### config.mk
export PLATFORM = sky130hd
export DESIGN_NAME = vna_grid_map
export DESIGN_NICKNAME = d
export VERILOG_FILES = /design/src/hdl/vna_pkg.sv /design/src/hdl/vna_grid_map.sv
export SDC_FILE = /design/constraint.sdc
export NUM_CORES = 2
export LEC_CHECK = 0
export BUFFER_PORTS_ARGS = -buffer_cell sky130_fd_sc_hd__buf_2
export CORE_ASPECT_RATIO = 0.9
export CORE_MARGIN = 1.5
export CORE_UTILIZATION = 61
export DETAILED_ROUTE_END_ITERATION = 8
export GPL_TIMING_DRIVEN = 0
export PLACE_DENSITY = 0.78
export SYNTH_ARGS = -nofsm -noshare
export SYNTH_HDL_FRONTEND = slang
export SYNTH_SLANG_ARGS = --single-unit
### constraint.sdc
create_clock -name clk_i -period 22.6 [get_ports clk_i]
set_clock_uncertainty 0.15 [all_clocks]
set_input_delay 3.39 -clock clk_i [delete_from_list [all_inputs] [get_ports clk_i]]
set_output_delay 3.39 -clock clk_i [all_outputs]
set_load 0.02 [all_outputs]
### src/hdl/vna_pkg.sv
// ----------------------------------------------------------------------------
// vna_pkg
// Shared types and constants of the nearest-voxel address pipeline.
// ----------------------------------------------------------------------------
package vna_pkg;

  // configuration port
  localparam int unsigned APB_DW = 64;
  localparam int unsigned APB_AW = 6;

  // word fields
  localparam int unsigned COORD_W = 32;
  localparam int unsigned IDX_W   = 30;

  // packed resolution register
  localparam int unsigned GRID_W    = 33;
  localparam int unsigned RES_FLD_W = 11;
  localparam int unsigned RES_X_LSB = 0;
  localparam int unsigned RES_Y_LSB = 11;
  localparam int unsigned RES_Z_LSB = 22;
  localparam int unsigned MIN_RES   = 2;

  // remainder bits resolved per pipeline stage
  localparam int unsigned DIV_STEP = 4;

  // register reset values
  localparam logic [COORD_W-1:0] SCALE_RST  = 32'd65536;
  localparam logic [COORD_W-1:0] OFFSET_RST = 32'd0;
  localparam logic [GRID_W-1:0]  GRID_RST   = 33'd2151680;

  typedef enum logic [2:0] {
    REG_SCALE_X  = 3'd0,
    REG_SCALE_Y  = 3'd1,
    REG_SCALE_Z  = 3'd2,
    REG_OFFSET_X = 3'd3,
    REG_OFFSET_Y = 3'd4,
    REG_OFFSET_Z = 3'd5,
    REG_GRID_RES = 3'd6
  } reg_idx_e;

endpackage

### src/hdl/vna_grid_map.sv
// ----------------------------------------------------------------------------
// vna_grid_map
// One axis into grid space: product, floor shift, offset add, saturation.
// ----------------------------------------------------------------------------
module vna_grid_map #(
  parameter int unsigned FRAC_BITS = 16
) (
  input  logic                                clk_i,
  input  logic [1:0]                          ld_i,
  input  logic signed [vna_pkg::COORD_W-1:0]  point_i,
  input  logic signed [vna_pkg::COORD_W-1:0]  scale_i,
  input  logic signed [vna_pkg::COORD_W-1:0]  offset_i,
  output logic signed [vna_pkg::COORD_W-1:0]  grid_o
);

  localparam int unsigned CW = vna_pkg::COORD_W;
  localparam int unsigned PW = 2 * CW;
  localparam logic [CW-1:0] SAT_MAX = {1'b0, {(CW-1){1'b1}}};
  localparam logic [CW-1:0] SAT_MIN = {1'b1, {(CW-1){1'b0}}};

  logic signed [PW-1:0] prod_d, prod_q;
  logic signed [PW-1:0] shr;
  logic                 ovf_mul;
  logic        [CW-1:0] trunc;
  logic        [CW:0]   sum;
  logic        [CW-1:0] grid_d, grid_q;

  assign prod_d = point_i * scale_i;

  always_ff @(posedge clk_i) begin
    if (ld_i[0]) begin
      prod_q <= prod_d;
    end
  end

  // arithmetic shift floors toward minus infinity
  assign shr     = prod_q >>> FRAC_BITS;
  assign ovf_mul = (shr[PW-1:CW-1] != {(PW-CW+1){shr[CW-1]}});
  assign trunc   = ovf_mul ? (shr[PW-1] ? SAT_MIN : SAT_MAX) : shr[CW-1:0];
  assign sum     = {trunc[CW-1], trunc} + {offset_i[CW-1], offset_i};
  assign grid_d  = (sum[CW] != sum[CW-1]) ? (sum[CW] ? SAT_MIN : SAT_MAX) : sum[CW-1:0];

  always_ff @(posedge clk_i) begin
    if (ld_i[1]) begin
      grid_q <= grid_d;
    end
  end

  assign grid_o = grid_q;

endmodule

==> run_results.csv <==
group,metric,value,unit
worst_setup_path,endpoint_kind,"flip-flop",
worst_setup_path,crit-reg2reg-launch,"prod_q[63]",
floorplan,die-height,248,µm
clocking,cts_tree,"yes",
clocking,postCtsSetupBuffers,0,
yosys,yosysSeqAreaShare,5.93,%
worst_setup_path,critPathLaunch,"point_i[13]",
worst_setup_path,worst_setup_path_endpoint,"prod_q[62]",
yosys,synth_seq_cells,80,
clocking,cts-hold-fix-buffers,0,
worst_setup_path,path_class,"input port to flip-flop",
outcome,failing_checks,"DRC",
floorplan,fp.dieArea,68000,µm²
placed_design,detailed_place_hpwl,119,mm
yosys,postSynthNetCount,5630,
clocking,h_tree_lvl_count,3,
clocking,cts_buffers,9,
floorplan,std_cell_rows,89,
yosys,post-synth-top-count-cell,"sky130_fd_sc_hd__fa_1",
layout,drive_above_1_share,4.52,%
yosys,avgSynthCellArea,9.57,µm²
floorplan,die-width,275,µm
timing,max_slew_margin,7.36,%
layout,post_layout_nonfiller_instances,5262,
clocking,worst_skew_pair.late_latency,0.34,ns
timing,layout_worst_path_cycle_share,58.4,%
yosys,number_of_synthesized_flops_with_an_enable_pin,80,
yosys,yosys_top_cell_area_share,53.4,%
worst_setup_path,critical_path.startpoint_type,"input port",
yosys,postSynthCellCount,4237,
floorplan,core_area,65700,µm²
worst_setup_path,crit_arrival,13.07,ns
job,maxCapViolCount,0,
floorplan,i_o_pins,131,
timing,report.final.hold_viol_count,0,
yosys,synthDistinctLibCells,64,
timing,timing_max_transition_violations_final,0,
clocking,clkTransAtPathRegs,0.06,ns
timing,max_clk_rate,75.8,MHz
worst_setup_path,worstReg2RegEnd,"grid_o[26]",
floorplan,floorplan.initialDensity,61.7,%
clocking,cts.path.max_buffers,2,
grt,grt_max_degree,49,
hold_path,min_path_type,"flip-flop to flip-flop",
placed_design,gp_routability_congestion,1.08,
detailed_routing,wire_per_inst,26.7,µm
grt,grt_overflow,0,
yosys,yosys_most_used_dff,"sky130_fd_sc_hd__edfxtp_1",
detailed_routing,drt_pre_antenna_iters,9,
outcome,run_status,"finished with violations",
worst_setup_path,register_to_register_path_setup_slack,16.98,ns
yosys,async_reset_ff_share,0,%
timing,grt_setup_unrepaired,"no",
detailed_routing,vias,31300,
layout,design.final.nets,5771,
timing,final.setup.tns,0,ns
placed_design,port_buffers,130,
clocking,clock_sinks,80,
yosys,synth_area_leaders,"sky130_fd_sc_hd__fa_1, sky130_fd_sc_hd__inv_1, sky130_fd_sc_hd__and2_1",
worst_setup_path,r2r_cells,18,
clocking,post_cts_resized,0,
detailed_routing,number_of_design_rule_violations_left_by_the_first_detailed_router_iteration,2919,
timing,finalCriticalPeriod,13.20,ns
worst_setup_path,critPathRequiredTime,22.47,ns
detailed_routing,final_antenna_net_count,0,
worst_setup_path,timing.critical_path.fanout_max,10,
yosys,ys_top_cells_by_count,"sky130_fd_sc_hd__fa_1, sky130_fd_sc_hd__inv_1, sky130_fd_sc_hd__and2_1",
layout,area_growth_syn_to_layout,5.02,%
clocking,root_buffer,"sky130_fd_sc_hd__clkbuf_16",
yosys,synth_largest_area_cell,"sky130_fd_sc_hd__fa_1",
grt,number_of_antenna_violations_at_the_first_check_in_global_routing,17,
yosys,ys_warn_count,0,
timing,timing_worst_slew_pin_value,1.39,ns
detailed_routing,detail_route.vias_per_cell,5.95,
placed_design,dp_cell_count,5231,
grt,grt.total_usage,43.4,%
detailed_routing,post-route-drc-count,18,
timing,setup_viol,0,
grt,grt_pass1_vias,33300,
yosys,synthesis.area,40500,µm²
detailed_routing,routed_wirelength,140,mm
grt,grt_pass1_wl,209,mm
flip-flops by register name, indices dropped and copies added (netlist names):
name / count
prod_q: 48
grid_o: 32
metal layers:
metal	global-route usage (%)	vias up	routed length (µm)
li1	-	12700	-
met1	55.1	15900	50500
met2	65.2	2126	60200
met3	14.4	584	18400
met4	25.5	8	11000
met5	0	-	133
area by class of cell:
cell class	instances	area (µm²)
Multi-Input combinational cell	2917	33500
Fill cell	5466	23100
Inverter	1013	3800
Sequential cell	80	2400
Tap cell	864	1080
Buffer	227	882
Timing Repair Buffer	130	651
Clock buffer	11	233
Antenna cell	16	40.0
Clock inverter	4	30.0
worst max-delay path: stages:
cell and delay [ns]:
sky130_fd_sc_hd__buf_2 0.14, sky130_fd_sc_hd__clkbuf_1 0.91, sky130_fd_sc_hd__and2_1 0.31, sky130_fd_sc_hd__fa_1 0.50
sky130_fd_sc_hd__inv_1 0.23, sky130_fd_sc_hd__fa_1 0.60, sky130_fd_sc_hd__fa_1 0.56, sky130_fd_sc_hd__fa_1 0.51
sky130_fd_sc_hd__inv_1 0.05, sky130_fd_sc_hd__fa_1 0.69, sky130_fd_sc_hd__fa_1 0.48, sky130_fd_sc_hd__fa_1 0.53
sky130_fd_sc_hd__fa_1 0.42, sky130_fd_sc_hd__ha_1 0.40, sky130_fd_sc_hd__inv_1 0.11, sky130_fd_sc_hd__nor3_1 0.45
sky130_fd_sc_hd__nand4_1 0.16, sky130_fd_sc_hd__a211oi_1 0.55, sky130_fd_sc_hd__o221ai_1 0.41, sky130_fd_sc_hd__a211oi_1 0.49
sky130_fd_sc_hd__o21a_1 0.32, sky130_fd_sc_hd__nor2_1 0.10, sky130_fd_sc_hd__o311ai_0 0.72
how the worst min path moves through the flow:
stage	start	end	slack, ns	cells after the start
4_1_cts	prod_q[16]	grid_o[0]	0.93	4
3_5_place_dp	prod_q[16]	grid_o[0]	0.91	4
5_1_grt	prod_q[16]	grid_o[0]	0.97	4
3_3_place_gp	prod_q[16]	grid_o[0]	0.84	4
2_1_floorplan	prod_q[16]	grid_o[0]	0.71	4
6_report	prod_q[16]	grid_o[0]	0.91	4
cell families after synthesis:
kind of cell    after synthesis  share of synthesized area, %
flops                        80                          5.93
xor+xnor                     85                          1.84
buf+inv                    1240                          11.6
simple gates               1209                          15.1
compound gates              297                          4.74
mux                           1                        0.0247
fa+ha+maj                  1325                          60.8
cell usage in the layout, fill, tap and decap left out, types with 11 or more instances in the layout:
cell and count:
sky130_fd_sc_hd__xnor2_1 59, sky130_fd_sc_hd__inv_1 1013, sky130_fd_sc_hd__o21ai_0 67, sky130_fd_sc_hd__xor2_1 26, sky130_fd_sc_hd__fa_1 1082, sky130_fd_sc_hd__maj3_2 29
sky130_fd_sc_hd__ha_1 212, sky130_fd_sc_hd__a21o_1 57, sky130_fd_sc_hd__nor3_1 18, sky130_fd_sc_hd__nand2_1 513, sky130_fd_sc_hd__nand2b_1 13, sky130_fd_sc_hd__and2_1 519
sky130_fd_sc_hd__clkbuf_1 218, sky130_fd_sc_hd__diode_2 16, sky130_fd_sc_hd__a21oi_1 81, sky130_fd_sc_hd__nand3_1 17, sky130_fd_sc_hd__edfxtp_1 80, sky130_fd_sc_hd__and3_1 14
sky130_fd_sc_hd__a31oi_1 11, sky130_fd_sc_hd__nand4_1 26, sky130_fd_sc_hd__nor2_1 57, sky130_fd_sc_hd__buf_2 136
metrics by stage:
stage               area, µm²  util (%)  worst slack [ns]  hold slack (ns)
finish                  42600      64.8              9.40            0.906
global route            42500      64.8              9.37            0.968
CTS                     42500      64.7              9.91            0.928
detailed placement      42300      64.3              9.57            0.907
global placement        42300      64.3              9.59            0.843
floorplan               40500         -             11.53            0.712
Power is not shown: default switching activity piles up to over one toggle a cycle in this logic, so the estimate is an artifact.
