$ cat src/hdl/vna_pipe_ctrl.sv
// ----------------------------------------------------------------------------
// vna_pipe_ctrl
// Valid bits and per-stage load enables; bubbles are squeezed out on stall.
// ----------------------------------------------------------------------------
module vna_pipe_ctrl #(
  parameter int unsigned N_STG = 9
) (
  input  logic             clk_i,
  input  logic             rst_ni,
  input  logic             in_valid_i,
  input  logic             out_stall_i,
  output logic             in_stall_o,
  output logic [N_STG-1:0] ld_o,
  output logic [N_STG-1:0] valid_o
);

  logic [N_STG-1:0] valid_q, valid_d;
  logic [N_STG:0]   ready;

  always_comb begin
    ready[N_STG] = ~out_stall_i;
    for (int k = N_STG - 1; k >= 0; k--) begin
      ready[k] = ~valid_q[k] | ready[k+1];
    end
  end

  always_comb begin
    ld_o[0] = in_valid_i & ready[0];
    for (int k = 1; k < N_STG; k++) begin
      ld_o[k] = valid_q[k-1] & ready[k];
    end
    for (int k = 0; k < N_STG; k++) begin
      valid_d[k] = ld_o[k] | (valid_q[k] & ~ready[k+1]);
    end
  end

  always_ff @(posedge clk_i or negedge rst_ni) begin
    if (!rst_ni) begin
      valid_q <= '0;
    end else begin
      valid_q <= valid_d;
    end
  end

  assign in_stall_o = ~ready[0];
  assign valid_o    = valid_q;

  // input only backs up when every stage holds a word
  a_stall_full: assert property (@(posedge clk_i) disable iff (!rst_ni)
    in_stall_o |-> (&valid_q))
    else $error("input stalled with a free stage");

  a_accept_lands: assert property (@(posedge clk_i) disable iff (!rst_ni)
    (in_valid_i && !in_stall_o) |=> valid_q[0])
    else $error("accepted word lost at first stage");

endmodule

$ cat config.mk
export PLATFORM = sky130hd
export DESIGN_NAME = vna_pipe_ctrl
export DESIGN_NICKNAME = d
export VERILOG_FILES = /design/src/hdl/vna_pipe_ctrl.sv
export SDC_FILE = /design/constraint.sdc
export NUM_CORES = 1
export LEC_CHECK = 0
export ABC_AREA = 1
export BUFFER_PORTS_ARGS = -buffer_cell sky130_fd_sc_hd__clkbuf_2
export CORE_AREA = 2 2 39 41
export CTS_BUF_LIST = sky130_fd_sc_hd__clkbuf_4 sky130_fd_sc_hd__clkbuf_8
export DETAILED_ROUTE_END_ITERATION = 8
export DIE_AREA = 0 0 41 43
export GPL_TIMING_DRIVEN = 0
export SYNTH_ARGS = -nofsm -noshare
export SYNTH_HDL_FRONTEND = slang
export SYNTH_SLANG_ARGS = --single-unit
$ cat constraint.sdc
create_clock -name clk_i -period 4.3 [get_ports clk_i]
set_input_delay 1.29 -clock clk_i [delete_from_list [all_inputs] [get_ports clk_i]]
set_output_delay 1.29 -clock clk_i [all_outputs]
set_load 0.005 [all_outputs]
==> results of run 1 <==
[critical path: stages]
cell and delay [ns]:
clkbuf_2 0.11, nand2_1 0.07, nor2_1 0.11, nand4_1 0.16
nor2_2 0.16, nand4_2 0.11, nand2_1 0.08, inv_1 0.03
clkbuf_2 0.10
[cell usage in the layout (no fill, tap or decap), types with 2 or more instances in the layout]
cell / Yosys / routed
clkbuf_2: 0 / 22
clkbuf_4: 0 / 3
dfrtp_1: 9 / 9
inv_1: 14 / 14
nand2_1: 13 / 13
nor2_1: 4 / 4
nor2_2: 3 / 3
o21ai_0: 2 / 2
[cell usage after synthesis]
cell type	count	area [um^2]
inv_1	14	52.6
nand3_2	1	10.0
nor2_2	3	18.8
nor2_1	4	15.0
a21oi_1	1	5.00
dfrtp_1	9	225
nand2_2	1	6.26
nand3_4	1	17.5
a31oi_1	1	6.26
nand2_1	13	48.8
o21ai_0	2	10.0
nand4_1	1	6.26
inv_2	1	3.75
nand4_2	1	12.5
[stage by stage]
stage	setup slack (ns)	total power [mW]	utilization, %	cell area (um^2)
final	0.796	0.248	43.0	596
after global routing	0.667	0.271	43.0	596
after CTS	0.761	0.252	43.0	596
after detailed placement	0.764	0.187	41.0	568
after global placement	0.785	0.186	41.0	568
after floorplan	1.13	0.151	-	438
[worst max path at each step]
stage,start,endpoint,depth (start not counted)
floorplan,out_stall_i,ld_o[0],7
global placement,out_stall_i,ld_o[0],9
detailed placement,out_stall_i,ld_o[0],9
CTS,out_stall_i,ld_o[0],9
global route,out_stall_i,ld_o[0],9
finish,out_stall_i,ld_o[0],9
[layout make-up]
| type | instances | area (um^2) |
|---|---|---|
| well taps | 16 | 20.0 |
| inverters | 15 | 56.3 |
| clock buffers | 3 | 22.5 |
| clock inverters | 1 | 5.00 |
| flip-flops and latches | 9 | 225 |
| fillers | 144 | 788 |
| repair buffers | 22 | 110 |
| multi-input cells | 29 | 156 |
[power groups by stage]
stage | Sequential, mW | Combinational (mW) | Clock (mW)
after floorplan | 0.110 | 0.0411 | 0
after global placement | 0.110 | 0.0758 | 0
after detailed placement | 0.110 | 0.0773 | 0
after CTS | 0.109 | 0.0776 | 0.0659
after global routing | 0.110 | 0.0864 | 0.0747
final | 0.108 | 0.0754 | 0.0636
[routing by layer]
layer | track usage [%] | up-vias | share of wire (%)
met5 | 0 | - | 0
met4 | 8.00 | 0 | 0
met3 | 3.14 | 0 | 11
met2 | 16.3 | 21 | 42
met1 | 12.8 | 172 | 47
li1 | - | 209 | -
[logic make-up (layout without fill, tap and decap cells)]
family          after synthesis  after routing
flops                         9              9
compound gates                4              4
buf+inv                      15             41
simple gates                 25             25
==> out/results.ini, run 1 <==
[power]
powerDensity_nw_per_um2=416
p_int_mw=0.164
swShare_pct=33.9
power_frac_seq_pct=43.8
vdd_drop_max_mv=0.186
comb_power_share_pct=30.5
clkPwrFrac_pct=25.7
p_switching_mw=0.0840
p_leak_nw=0.379

[layout]
area_delta_synth_final_pct=36.0
stdcell_count=95
largest_reg_flops=9
drive_gt1_share_pct=43.0
fin_nets=84
n_antenna_cell=0

[setup_path]
worstSetupPathType=in -> out
r2r_slack_ns=3.15
r2r-end=valid_o[0]
critPathLaunchType=input pin
r2r_cells=6
critical_path_arrival_ns=2.21
r2r_start=valid_o[8]
path_max_fanout=3
cp.required_ns=3.01
end_kind=output pin

[sta]
maxSlewViolCount=0
worst_pin_slew_ns=0.221
maxSlewHeadroom_pct=85.3
finalSetupViolCount=0
finalCritPeriodShare_pct=81.5
rsz0062_at_grt=false
fmax_mhz=285
finalHoldViolations=0
tns_ns=0
fin_crit_ns=3.50
finClkSkew_ns=0.00195
holdWs_ns=0.543

[clock_tree]
h-tree-depth=1
post_cts_buffers=0
root_buffer=clkbuf_4
path_clk_slew_ns=0.06
cts_buffers=3
cts_tree=done
ctsResizeCount=0
hold_buffers=0
clockBufferDepth=2
clk_latency_ns=0.26
clkSinkCount=9

[global_routing]
grt_pass1_wl_um=1280
grt_usage_pct=11.0
grt_start_max_net_pins=10
antenna_found_initial=0
grt_pass1_vias=354
gr-total-overflow=0

[job]
maxCapViolations=0

[floorplan]
dieHeight_um=43
start_util_pct=31.6
ios=23
fp.dieW_um=41
design.core.area_um2=1380
die_area_um2=1760
rows=14

[synthesis]
synthSimpleGateAreaFrac_pct=30.9
synth_xor_xnor_area_share_pct=0
synth_compound_area_share_pct=4.86
synth_mux_area_share_pct=0
ys_seq_area_share_pct=51.4
synth_top_family_by_area=simple AND/OR/NAND/NOR gates
syn_inst=53
synth_fa_ha_area_share_pct=0
syn_area_per_cell_um2=8.26
yosysWarnings=0
synth-seq-cells=9
synth_area_um2=438
yosys.cell_types.count=14
synth_fp_nets=57

[placement]
gp_congestion=0.603
hpwl_um=675
dp.cells=91
io_buffers=22

[min_path]
hold_class=reg -> reg
hp-start=valid_o[0]
whs_path_depth=2
min_to=valid_o[1]

[routing]
drc=0
wl_um=780
vias=402
firstDrtPassIters=2
via_per_inst=4.23
drt-initial-drc-count=5
avgRoutedWirePerCell_um=8.21
ant_nets=0

[run_status]
status=completed

Power figures use the tool's default switching activity.
==> run 2: changes to the inputs <==
--- a/config.mk
+++ b/config.mk
@@ -5,7 +5,7 @@
 export SDC_FILE = /design/constraint.sdc
 export NUM_CORES = 1
 export LEC_CHECK = 0
-export ABC_AREA = 1
+export ABC_AREA = 0
 export BUFFER_PORTS_ARGS = -buffer_cell sky130_fd_sc_hd__clkbuf_2
 export CORE_AREA = 2 2 39 41
 export CTS_BUF_LIST = sky130_fd_sc_hd__clkbuf_4 sky130_fd_sc_hd__clkbuf_8
==> constraint.sdc (replaced) <==
create_clock -name clk_i -period 3.2 [get_ports clk_i]
set_input_delay 0.96 -clock clk_i [delete_from_list [all_inputs] [get_ports clk_i]]
set_output_delay 0.96 -clock clk_i [all_outputs]
set_load 0.005 [all_outputs]
==> run 2 against run 1 <==
- wire length is 28% higher
- largest cell class unchanged
- core utilization rose by 0.72 points
- synthesized area rose by 1.7%
- clock skew up 0.0023 ns
- worst setup slack worse by 0.29 ns
- register-to-register slack worse by 1.1 ns
- largest power group unchanged
- die area unchanged
- highest routed layer is now met4
- clock-buffer cell count increased by 1
==> out/results.ini, run 2 <==
[run_status]
status=completed

[setup_path]
critical_path_arrival_ns=1.74  ; -0.47 ns
critPathLaunchType=input pin
worstPathCellList=clkbuf_2, nand4_1, o31a_1, clkbuf_2
cp.required_ns=2.24  ; -0.77 ns
cp_slowest_cell=o31a_1
end_kind=output pin
worstSetupPathType=in -> out
path_common_cell=clkbuf_2
r2r_cells=3  ; -3
path_max_fanout=6  ; +3
max_stage_delay_ns=0.34  ; +0.18 ns

[global_routing]
grt_pass1_vias=352  ; -0.56%
grt_pass1_wl_um=1610  ; +26%
grt_start_max_net_pins=10  ; unchanged
antenna_found_initial=0  ; unchanged
grt_usage_pct=14.3  ; +3.3 points
grt-busiest-layer=met1
use_met2_pct=17.2  ; +0.94 points
gr-total-overflow=0  ; unchanged
grtUsageMet1_pct=19.5  ; +6.7 points
grtUsageMet3_pct=6.28  ; +3.1 points

[sta]
fin_crit_ns=2.70
finalHoldViolations=0  ; unchanged
tns_ns=0  ; unchanged
worst_pin_slew_ns=0.229  ; +0.00805 ns
maxSlewViolCount=0  ; unchanged
fmax_mhz=370
finalSetupViolCount=0  ; unchanged
finalCritPeriodShare_pct=84.4
fin_ws_ns=0.501  ; -0.295 ns
finClkSkew_ns=0.00421  ; +0.00226 ns
maxSlewHeadroom_pct=84.7  ; -0.54 points
rsz0062_at_grt=false

[clock_tree]
hold_buffers=0  ; unchanged
root_buffer=clkbuf_4
h-tree-depth=1  ; unchanged
post_cts_buffers=0  ; unchanged
path_clk_slew_ns=0.06  ; about the same
ctsResizeCount=0  ; unchanged
cts_tree=done
cts_buffers=3  ; unchanged
clockBufferDepth=2  ; unchanged
clk_latency_ns=0.26  ; about the same
clkSinkCount=9  ; unchanged

[synthesis]
ys_seq_area_share_pct=50.6  ; -0.87 points
synth-async-reset-ratio_pct=100  ; unchanged
synth_common_cells=dfrtp_1 (9), nand2_1 (3), nand4_1 (3)
yosysWarnings=0  ; unchanged
synth-seq-cells=9  ; unchanged
synth_top_area_share_pct=50.6  ; -0.87 points
yosys.cell_types.count=21  ; +7
synth-edff-count=0  ; unchanged
synthTopCellsByArea=dfrtp_1 (51%), a41o_1 (4.5%), nand4_1 (4.2%)
synth_fp_nets=45  ; -21%
synth_top_area_cell=dfrtp_1
yosysMostFrequentCell=dfrtp_1
syn_inst=41  ; -23%
synth_flop_cell=dfrtp_1
synth_area_um2=445  ; +1.7%
syn_area_per_cell_um2=10.9  ; +31%

[layout]
final_cell_mix=clkbuf_2 (22), dfrtp_1 (9), clkbuf_4 (4), nand4_1 (3), nand2_1 (3)
area_delta_synth_final_pct=36.0  ; about the same
fin_nets=72  ; -14%
largest_reg_flops=9  ; unchanged
final_common_cell=clkbuf_2
drive_gt1_share_pct=47.8  ; +4.7 points
n_antenna_cell=0  ; unchanged
stdcell_count=83  ; -13%

[placement]
gp_congestion=0.680  ; +13%
dp.cells=79  ; -13%
io_buffers=22  ; unchanged
dp_slack_ns=0.486  ; -0.278 ns

[routing]
firstDrtPassIters=2  ; unchanged
drc=0  ; unchanged
drt-initial-drc-count=6  ; +1
via_per_inst=5.07  ; +20%
vias=421  ; +4.7%
avgRoutedWirePerCell_um=12.1  ; +47%
ant_nets=0  ; unchanged
wl_um=1000  ; +28%

[power]
vdd_drop_max_mv=0.205  ; +11%
p_total_mw=0.399  ; +61%
p_leak_nw=0.305  ; -20%
powerDensity_nw_per_um2=658  ; +58%

[floorplan]
start_util_pct=32.2  ; +0.54 points
rows=14  ; unchanged
design.core.area_um2=1380  ; unchanged
dieHeight_um=43  ; unchanged
fp.dieW_um=41  ; unchanged
ios=23  ; unchanged
die_area_um2=1760  ; unchanged

[job]
maxCapViolations=0  ; unchanged

[min_path]
hold_class=in -> async

[run 2: metal layers]
layer | vias up | part of all wire, %
met1 | 203 | 45
met5 | - | 0
li1 | 209 | -
met4 | 0 | 0.90
met2 | 7 | 52
met3 | 2 | 2.1
[run 2: report_power, final]
| group | total [mW] | switching (mW) | leakage (nW) | internal, mW |
|---|---|---|---|---|
| clock network | 0.0981 | 0.0415 | 0.0184 | 0.0566 |
| registers | 0.162 | 0.0280 | 0.0955 | 0.134 |
| logic | 0.139 | 0.0655 | 0.191 | 0.0733 |
[run 2: cell families after synthesis]
logic type | Yosys count | share of synthesized area [%]
compound gates | 14 | 25.0
buf+inv | 4 | 5.34
flops | 9 | 50.6
simple gates | 14 | 19.1
[run 2: worst max-delay path, delay by kind of cell]
family,cells,cell delay [ns]
AO/OA/AOI/OAI,1,0.34
AND/OR/NAND/NOR,1,0.19
buffers and inverters,2,0.25
[run 2: final cells by class]
class | instances | area (um^2)
buffer | 2 | 16.3
multi-input combinational | 28 | 196
timing repair buffer | 22 | 110
tap | 16 | 20.0
inverter | 2 | 7.51
fill | 141 | 778
sequential | 9 | 225
clock buffer | 4 | 30.0
[run 2: final timing paths]
check | start | end | slack (ns)
min reg2reg | valid_o[2] | valid_o[3] | 0.56
max | out_stall_i | ld_o[0] | 0.50
max in group asynchronous | rst_ni | valid_o[8] | 2.47
max reg2reg | valid_o[8] | valid_o[3] | 2.07
min in group clk_i | valid_o[2] | valid_o[3] | 0.56
min | rst_ni | valid_o[0] | 0.54
[run 2: per-stage QoR]
stage          hold slack, ns  area, um^2  utilization, %
2_1_floorplan           0.521         445               -
3_3_place_gp            0.535         576            41.6
3_5_place_dp            0.539         576            41.6
4_1_cts                 0.538         606            43.8
5_1_grt                 0.541         606            43.8
6_report                0.539         606            43.8
