## src/hdl/vna_pkg.sv

```systemverilog
// ----------------------------------------------------------------------------
// vna_pkg
// Shared types and constants of the nearest-voxel address pipeline.
// ----------------------------------------------------------------------------
package vna_pkg;

  // configuration port
  localparam int unsigned APB_DW = 64;
  localparam int unsigned APB_AW = 6;

  // word fields
  localparam int unsigned COORD_W = 32;
  localparam int unsigned IDX_W   = 30;

  // packed resolution register
  localparam int unsigned GRID_W    = 33;
  localparam int unsigned RES_FLD_W = 11;
  localparam int unsigned RES_X_LSB = 0;
  localparam int unsigned RES_Y_LSB = 11;
  localparam int unsigned RES_Z_LSB = 22;
  localparam int unsigned MIN_RES   = 2;

  // remainder bits resolved per pipeline stage
  localparam int unsigned DIV_STEP = 4;

  // register reset values
  localparam logic [COORD_W-1:0] SCALE_RST  = 32'd65536;
  localparam logic [COORD_W-1:0] OFFSET_RST = 32'd0;
  localparam logic [GRID_W-1:0]  GRID_RST   = 33'd2151680;

  typedef enum logic [2:0] {
    REG_SCALE_X  = 3'd0,
    REG_SCALE_Y  = 3'd1,
    REG_SCALE_Z  = 3'd2,
    REG_OFFSET_X = 3'd3,
    REG_OFFSET_Y = 3'd4,
    REG_OFFSET_Z = 3'd5,
    REG_GRID_RES = 3'd6
  } reg_idx_e;

endpackage

```

## src/hdl/vna_mod_pipe.sv

```systemverilog
// ----------------------------------------------------------------------------
// vna_mod_pipe
// Pipelined restoring remainder, DIV_STEP numerator bits per stage, with tag.
// ----------------------------------------------------------------------------
module vna_mod_pipe #(
  parameter int unsigned NUM_W = 15,
  parameter int unsigned RES_W = 11,
  parameter int unsigned TAG_W = 2
) (
  input  logic             clk_i,
  input  logic [(NUM_W+vna_pkg::DIV_STEP-1)/vna_pkg::DIV_STEP-1:0] ld_i,
  input  logic [NUM_W-1:0] num_i,
  input  logic [TAG_W-1:0] tag_i,
  input  logic [RES_W-1:0] res_i,
  output logic [RES_W-1:0] rem_o,
  output logic [TAG_W-1:0] tag_o
);

  localparam int unsigned STEP  = vna_pkg::DIV_STEP;
  localparam int unsigned N_DIV = (NUM_W + STEP - 1) / STEP;
  localparam int unsigned PAD_W = N_DIV * STEP;

  logic [PAD_W-1:0] num_q [N_DIV-1];
  logic [RES_W-1:0] rem_q [N_DIV];
  logic [TAG_W-1:0] tag_q [N_DIV];

  function automatic logic [RES_W-1:0] div_steps(
    input logic [RES_W-1:0] rem,
    input logic [STEP-1:0]  bits,
    input logic [RES_W-1:0] res
  );
    logic [RES_W:0] acc;
    acc = {1'b0, rem};
    for (int b = STEP - 1; b >= 0; b--) begin
      acc = {acc[RES_W-1:0], bits[b]};
      if (acc >= {1'b0, res}) begin
        acc = acc - {1'b0, res};
      end
    end
    return acc[RES_W-1:0];
  endfunction

  for (genvar j = 0; j < N_DIV; j++) begin : g_stage
    logic [PAD_W-1:0] num_in;
    logic [RES_W-1:0] rem_in;
    logic [TAG_W-1:0] tag_in;

    if (j == 0) begin : g_first
      assign num_in = PAD_W'(num_i);
      assign rem_in = '0;
      assign tag_in = tag_i;
    end else begin : g_next
      assign num_in = num_q[j-1];
      assign rem_in = rem_q[j-1];
      assign tag_in = tag_q[j-1];
    end

    always_ff @(posedge clk_i) begin
      if (ld_i[j]) begin
        rem_q[j] <= div_steps(rem_in, num_in[PAD_W-1-j*STEP -: STEP], res_i);
        tag_q[j] <= tag_in;
      end
    end

    if (j < N_DIV - 1) begin : g_num
      always_ff @(posedge clk_i) begin
        if (ld_i[j]) begin
          num_q[j] <= num_in;
        end
      end
    end
  end

  assign rem_o = rem_q[N_DIV-1];
  assign tag_o = tag_q[N_DIV-1];

endmodule

```

## config.mk

```make
export PLATFORM = sky130hd
export DESIGN_NAME = vna_mod_pipe
export DESIGN_NICKNAME = d
export VERILOG_FILES = /design/src/hdl/vna_pkg.sv /design/src/hdl/vna_mod_pipe.sv
export SDC_FILE = /design/constraint.sdc
export NUM_CORES = 1
export LEC_CHECK = 0
export BUFFER_PORTS_ARGS = -buffer_cell sky130_fd_sc_hd__buf_2
export CAP_MARGIN = 20
export CORE_MARGIN = 1
export CORE_UTILIZATION = 40
export CTS_CLUSTER_SIZE = 24
export DETAILED_ROUTE_END_ITERATION = 8
export MAX_ROUTING_LAYER = met4
export SYNTH_ARGS = -nofsm -noshare
export SYNTH_HDL_FRONTEND = slang
export SYNTH_SLANG_ARGS = --single-unit
```

## constraint.sdc

```tcl
create_clock -name clk_i -period 10.9 [get_ports clk_i]
set_input_delay 1.09 -clock clk_i [delete_from_list [all_inputs] [get_ports clk_i]]
set_output_delay 1.09 -clock clk_i [all_outputs]
set_load 0.01 [all_outputs]
```

==> results by group, run 1 <==
Outcome
  • Status: complete, no violations

Min path
  • Hold Path Sink: num_q[0][33]
  • Hold Startpoint: num_q[0][17]
  • Hold crit path type: flop to flop
  • Cells on Worst Hold Path: 0

Global route
  • Vias in the first global route: 10,060
  • GRT overflow: 0
  • Antenna violations before repair: 1
  • First-pass GRT wire length: 53,250 um
  • Gr usage total: 0.2308
  • Largest net degree at the start of global routing: 26

Clock tree
  • Clk slew on worst S/H paths: 0.06 ns
  • CTS tree: built
  • CTS sink cnt: 76
  • Latest clock arrival within the worst-skew pair: 0.36 ns
  • Hold Buf Count CTS: 0
  • Clock tree buffer depth: 2
  • H-tree Lvls: 3
  • CTS buffer count: 9
  • Root buffer cell: clkbuf_16

Layout
  • Final #Nets: 1,649
  • Fin area: 0.01303 mm2
  • Area Growth Syn to Fin: 11.15%
  • Commonest non-fill, non-tap cells in the layout: ha_1, nor2_1, inv_1
  • Layout cells sized above 1: 0.1340
  • Most common cell after layout, fill and taps aside: ha_1

Synth
  • Seq/Total Area, Yosys: 0.1946
  • Async S/R FF share, synth: 0
  • Syn nets: 1,572
  • Synth unique cells: 82
  • Synthesized area: 0.01173 mm2
  • Post-synthesis cell count: 1,358
  • Ys flop type: edfxtp_1
  • Synthesis Warnings: 0
  • Seq cells post-synth: 76
  • Yosys top cell area share: 0.1946
  • Synth area leader: edfxtp_1
  • Top cells by area, synth: edfxtp_1, ha_1, mux2_2, xnor2_1, o21ai_0
  • Number of synthesized flops with an enable pin: 76
  • Syn_area_per_cell: 8.635 um2

Worst setup path
  • Kind of critical path: primary input to flop
  • Reg2reg end: rem_q[3][7]
  • Reg-to-reg setup timing slack: 1.31 ns
  • Worst-path maximum fanout: 17
  • Crit-path max cell delay: 0.46 ns
  • Slowest cell on the critical path: fa_1
  • Setup crit start kind: primary input
  • Reg2Reg Launch Point: rem_q[2][4]
  • Worst reg2reg path depth: 36
  • Critical path required time: 11.00 ns
  • Crit path DAT: 10.30 ns
  • Worst setup EP type: flop

STA
  • Slew @ Worst Pin: 0.7224 ns
  • Setup violators final: 0
  • Clock skew: 0.01218 ns
  • Fin worst setup slack: 0.6995 ns
  • Final max-slew violation count: 0
  • Fmax: 98.03 MHz
  • Worst relative slew slack: 0.5184
  • Final hold vios: 0
  • Hold Slack: 0.4163 ns
  • Period utilization: 0.9358
  • RSZ-0062 raised after global routing: no
  • Min Tclk post-route: 10.20 ns

Floorplan
  • Row Count: 62
  • Chip width: 173.2 um
  • Core Area: 0.02878 mm2
  • Starting density of the core: 0.4074
  • Die area: 0.03001 mm2
  • Die height: 173.2 um
  • I/O Pins: 46

Place
  • RD Place Congestion: 0.9522
  • DP Worst Slack: -0.4094 ns
  • Placed Instance Area: 0.01261 mm2
  • Port bufs: 45
  • Placed wire-length estimate: 26,860 um

Drt
  • DR iter-0 viols: 741
  • DRT antenna net count: 0
  • Vias per inst: 5.826
  • Routed via count: 10,630
  • Drt drc: 0
  • DRT Pass-1 Iters: 5
  • Routed len/inst: 18.48 um
  • Total routed wirelength: 33,730 um

Flow run
  • # Max-Cap Violations: 0
-- Yosys cell counts (6+ instances only) --
cell        n
a211oi_1   15
a21boi_0   11
a21o_1     39
a21oi_1    78
a221o_1     9
a31oi_1     8
a41oi_1     6
and2_1      8
and3_1      9
buf_2       6
clkbuf_1    9
edfxtp_1   76
fa_1       15
ha_1      166
inv_1      96
mux2_1      9
mux2_2     54
mux2_4      8
mux2i_1    25
nand2_1    94
nand2b_1   19
nand3_1    29
nand3b_1   11
nand4_1    29
nor2_1    108
nor2b_1    27
nor3_1     38
nor4_1      7
o211ai_1   16
o21a_1     15
o21ai_0    87
o21bai_1    6
o221ai_1    6
o31ai_1    10
or3_1       7
xnor2_1    64
xor2_1     38
-- worst max path at each step --
stage	end	cells past startpoint	slack [ns]	start
final	rem_q[1][4]	37	0.70	res_i[2]
after global routing	rem_q[3][0]	39	0.05	res_i[5]
after CTS	rem_q[1][9]	37	0.009	res_i[2]
after detailed placement	rem_q[1][9]	37	-0.41	res_i[2]
after global placement	rem_q[1][9]	37	-0.28	res_i[2]
after floorplan	rem_q[3][1]	36	0.54	res_i[5]
-- per-stage QoR --
step | TNS (ns) | std cells | utilization
6_report | 0 | 1825 | 0.4529
5_1_grt | 0 | 1825 | 0.4529
4_1_cts | 0 | 1819 | 0.4495
3_5_place_dp | -3.455 | 1803 | 0.4382
3_3_place_gp | -1.830 | 1803 | 0.4382
2_1_floorplan | 0 | 1358 | -
-- layout make-up --
| cell class | count | area (um2) |
|---|---|---|
| Fill cell | 2783 | 15750 |
| Antenna cell | 1 | 2.502 |
| Sequential cell | 76 | 2282 |
| Clock buffer | 9 | 225.2 |
| Timing Repair Buffer | 86 | 545.5 |
| Clock inverter | 7 | 98.84 |
| Tap cell | 384 | 480.5 |
| Multi-Input combinational cell | 1166 | 9035 |
| Inverter | 96 | 364.1 |
-- repair_timing --
action | 4_1_cts | 5_1_grt
gates resized for setup | 0 | 15
setup endpoints to repair | 0 | 24
buffers inserted | 0 | 5
-- worst max-delay path: cells and delay by family --
family / cells / cell delay, ns
AO/OA/AOI/OAI: 20 / 4.98
AND/OR/NAND/NOR: 6 / 1.06
adder cells (fa/ha/maj): 4 / 1.56
multiplexers: 2 / 0.66
buffers and inverters: 5 / 0.92
-- kinds of logic after synthesis --
family	synth area share
mux	0.09208
fa+ha+maj	0.2027
compound gates	0.2134
buf+inv	0.04001
xor+xnor	0.07618
flops	0.1946
simple gates	0.1810
-- registers in the layout, summed over array words and instances (netlist names) --
signal	flops
num_q	24
rem_q	44
tag_q	8
-- layer usage --
| metal | part of all wire | GRT usage | routed length, um |
|---|---|---|---|
| met5 | 0 | - | 0 |
| met4 | 0.025 | 0.07043 | 833 |
| met3 | 0.041 | 0.03246 | 1397 |
| met2 | 0.47 | 0.3779 | 15850 |
| met1 | 0.46 | 0.2943 | 15650 |
Power of run 1 is left out: the tool's default activity adds up to more than one toggle a clock period on the data nets, which glitch-free logic cannot reach.
==> run 2: changes to the inputs <==
BUFFER_PORTS_ARGS = unset   (was -buffer_cell sky130_fd_sc_hd__buf_2)
CTS_CLUSTER_SIZE = unset   (was 24)
DONT_BUFFER_PORTS = 1   (was unset)
SLEW_MARGIN = 20   (was unset)
==> run 2 against run 1 <==
  * Clock skew is 0.0038 ns lower
  * Register-to-register slack worse by 0.24 ns
  * First-iteration DRC count is 15% higher
  * Critical path type unchanged
  * Critical endpoint is now rem_q[1][2]
  * Highest routed layer unchanged
==> results by group, run 2 (synthesized netlist as in run 1, its figures left out) <==
Worst setup path
  • Worst setup EP type: flop
  • Worst reg2reg path depth: 37
  • Kind of critical path: primary input to flop
  • Most frequent CP cell: buf_4
  • Slowest cell on the critical path: o21ai_0
  • Crit-path max cell delay: 0.59 ns
  • Setup crit start kind: primary input
  • Worst-path maximum fanout: 15
  • Crit path DAT: 10.33 ns
  • Critical path required time: 10.99 ns

STA
  • Clock skew: 0.008385 ns
  • Final hold vios: 0
  • Min Tclk post-route: 10.23 ns
  • Setup violators final: 0
  • Period utilization: 0.9388
  • Setup TNS: 0 ns
  • RSZ-0062 raised after global routing: no
  • Fmax: 97.73 MHz
  • Hold Slack: 0.4189 ns
  • Slew @ Worst Pin: 0.8016 ns
  • Worst relative slew slack: 0.4586
  • Final max-slew violation count: 0

Clock tree
  • Root buffer cell: clkbuf_16
  • Clk slew on worst S/H paths: 0.07 ns
  • H-tree Lvls: 3
  • Hold Buf Count CTS: 0
  • Clock tree buffer depth: 2
  • CTS tree: built
  • CTS sink cnt: 76
  • CTS buffer count: 9
  • Latest clock arrival within the worst-skew pair: 0.36 ns

Layout
  • Max reg flops: 44
  • Fin area: 0.01282 mm2
  • Filler cells: 2,812
  • Most common cell after layout, fill and taps aside: ha_1
  • Final #Nets: 1,609
  • Largest regs: rem_q (44), num_q (24), tag_q (8)
  • Area Growth Syn to Fin: 9.304%
  • Commonest non-fill, non-tap cells in the layout: ha_1, nor2_1, inv_1
  • Biggest register: rem_q
  • Layout cells sized above 1: 0.1086
  • Multi-input logic area: 0.009014 mm2
  • Sequential Area: 0.002282 mm2
  • Post-Layout Cell Count: 1,785

Place
  • RD Place Congestion: 0.9390
  • Port bufs: 0
  • Placed Instance Area: 0.01243 mm2
  • Placed wire-length estimate: 27,150 um
  • Dpl cells: 1,765

Drt
  • Total routed wirelength: 33,930 um
  • DR iter-0 viols: 852
  • DRT Pass-1 Iters: 5
  • Drt drc: 0
  • Routed len/inst: 19.01 um
  • DRT antenna net count: 0
  • Vias per inst: 5.839
  • Routed via count: 10,420

Floorplan
  • Core Area: 0.02878 mm2
  • I/O Pins: 46
  • Starting density of the core: 0.4074
  • Row Count: 62
  • Die area: 0.03001 mm2
  • Chip width: 173.2 um
  • Die height: 173.2 um

Min path
  • Hold crit path type: flop to flop
  • Cells on Worst Hold Path: 0

Outcome
  • Status: complete, no violations

Global route
  • GRT overflow: 0
  • First-pass GRT wire length: 53,660 um
  • Largest net degree at the start of global routing: 26
  • Vias in the first global route: 9,998
  • Antenna violations before repair: 1
  • Gr usage total: 0.2332

Flow run
  • # Max-Cap Violations: 0
## run 2: changes by cell type in the layout (fill, tap and decap cells not counted), moves of 2 or more
cell,previous run,this run
buf_2,45,0
a2111oi_0,2,5
buf_4,40,46
clkinvlp_4,3,1
a2111oi_1,3,0
## run 2: layout make-up
class	count	share of cell area
Antenna cell	1	0.0001952
Timing Repair Buffer	46	0.02694
Multi-Input combinational cell	1166	0.7032
Clock buffer	9	0.01757
Sequential cell	76	0.1781
Clock inverter	7	0.008395
Inverter	96	0.02811
Tap cell	384	0.03749
## run 2: repair_timing
item                                    CTS  global route
hold endpoints to repair                  0             0
endpoints found under the setup margin    0            11
buffers inserted                          0             3
resized for setup                         0             7
## run 2: path summary, 6_finish.rpt
path | from | to | slack, ns
worst max-delay path | res_i[2] | rem_q[1][2] | 0.67
worst max register to register | num_q[0][23] | rem_q[2][7] | 1.07
worst min-delay path | tag_q[2][0] | tag_q[3][0] | 0.42
worst min register to register | tag_q[2][0] | tag_q[3][0] | 0.42
## run 2: worst max-delay path: cells and delay by family
kind,cells,cell delay [ns]
buffers and inverters,5,1.04
AND/OR/NAND/NOR,4,0.70
AO/OA/AOI/OAI,21,5.88
adder cells (fa/ha/maj),4,1.47
multiplexers,1,0.13
## run 2: layer usage
metal / global-route usage / wire, um / vias up
met2: 0.3768 / 15600 / 258
met4: 0.07522 / 954 / 0
li1: - / - / 5208
met3: 0.03246 / 1478 / 60
met1: 0.2999 / 15890 / 4897
met5: - / 0 / -
## run 2: stage by stage
stage	utilization	setup slack (ns)
final	0.4454	0.6673
after global routing	0.4454	0.06528
after CTS	0.4434	0.2960
after detailed placement	0.4318	-0.08052
after global placement	0.4318	-0.02856
after floorplan	-	0.5440
Power of run 2 is left out for the same reason.
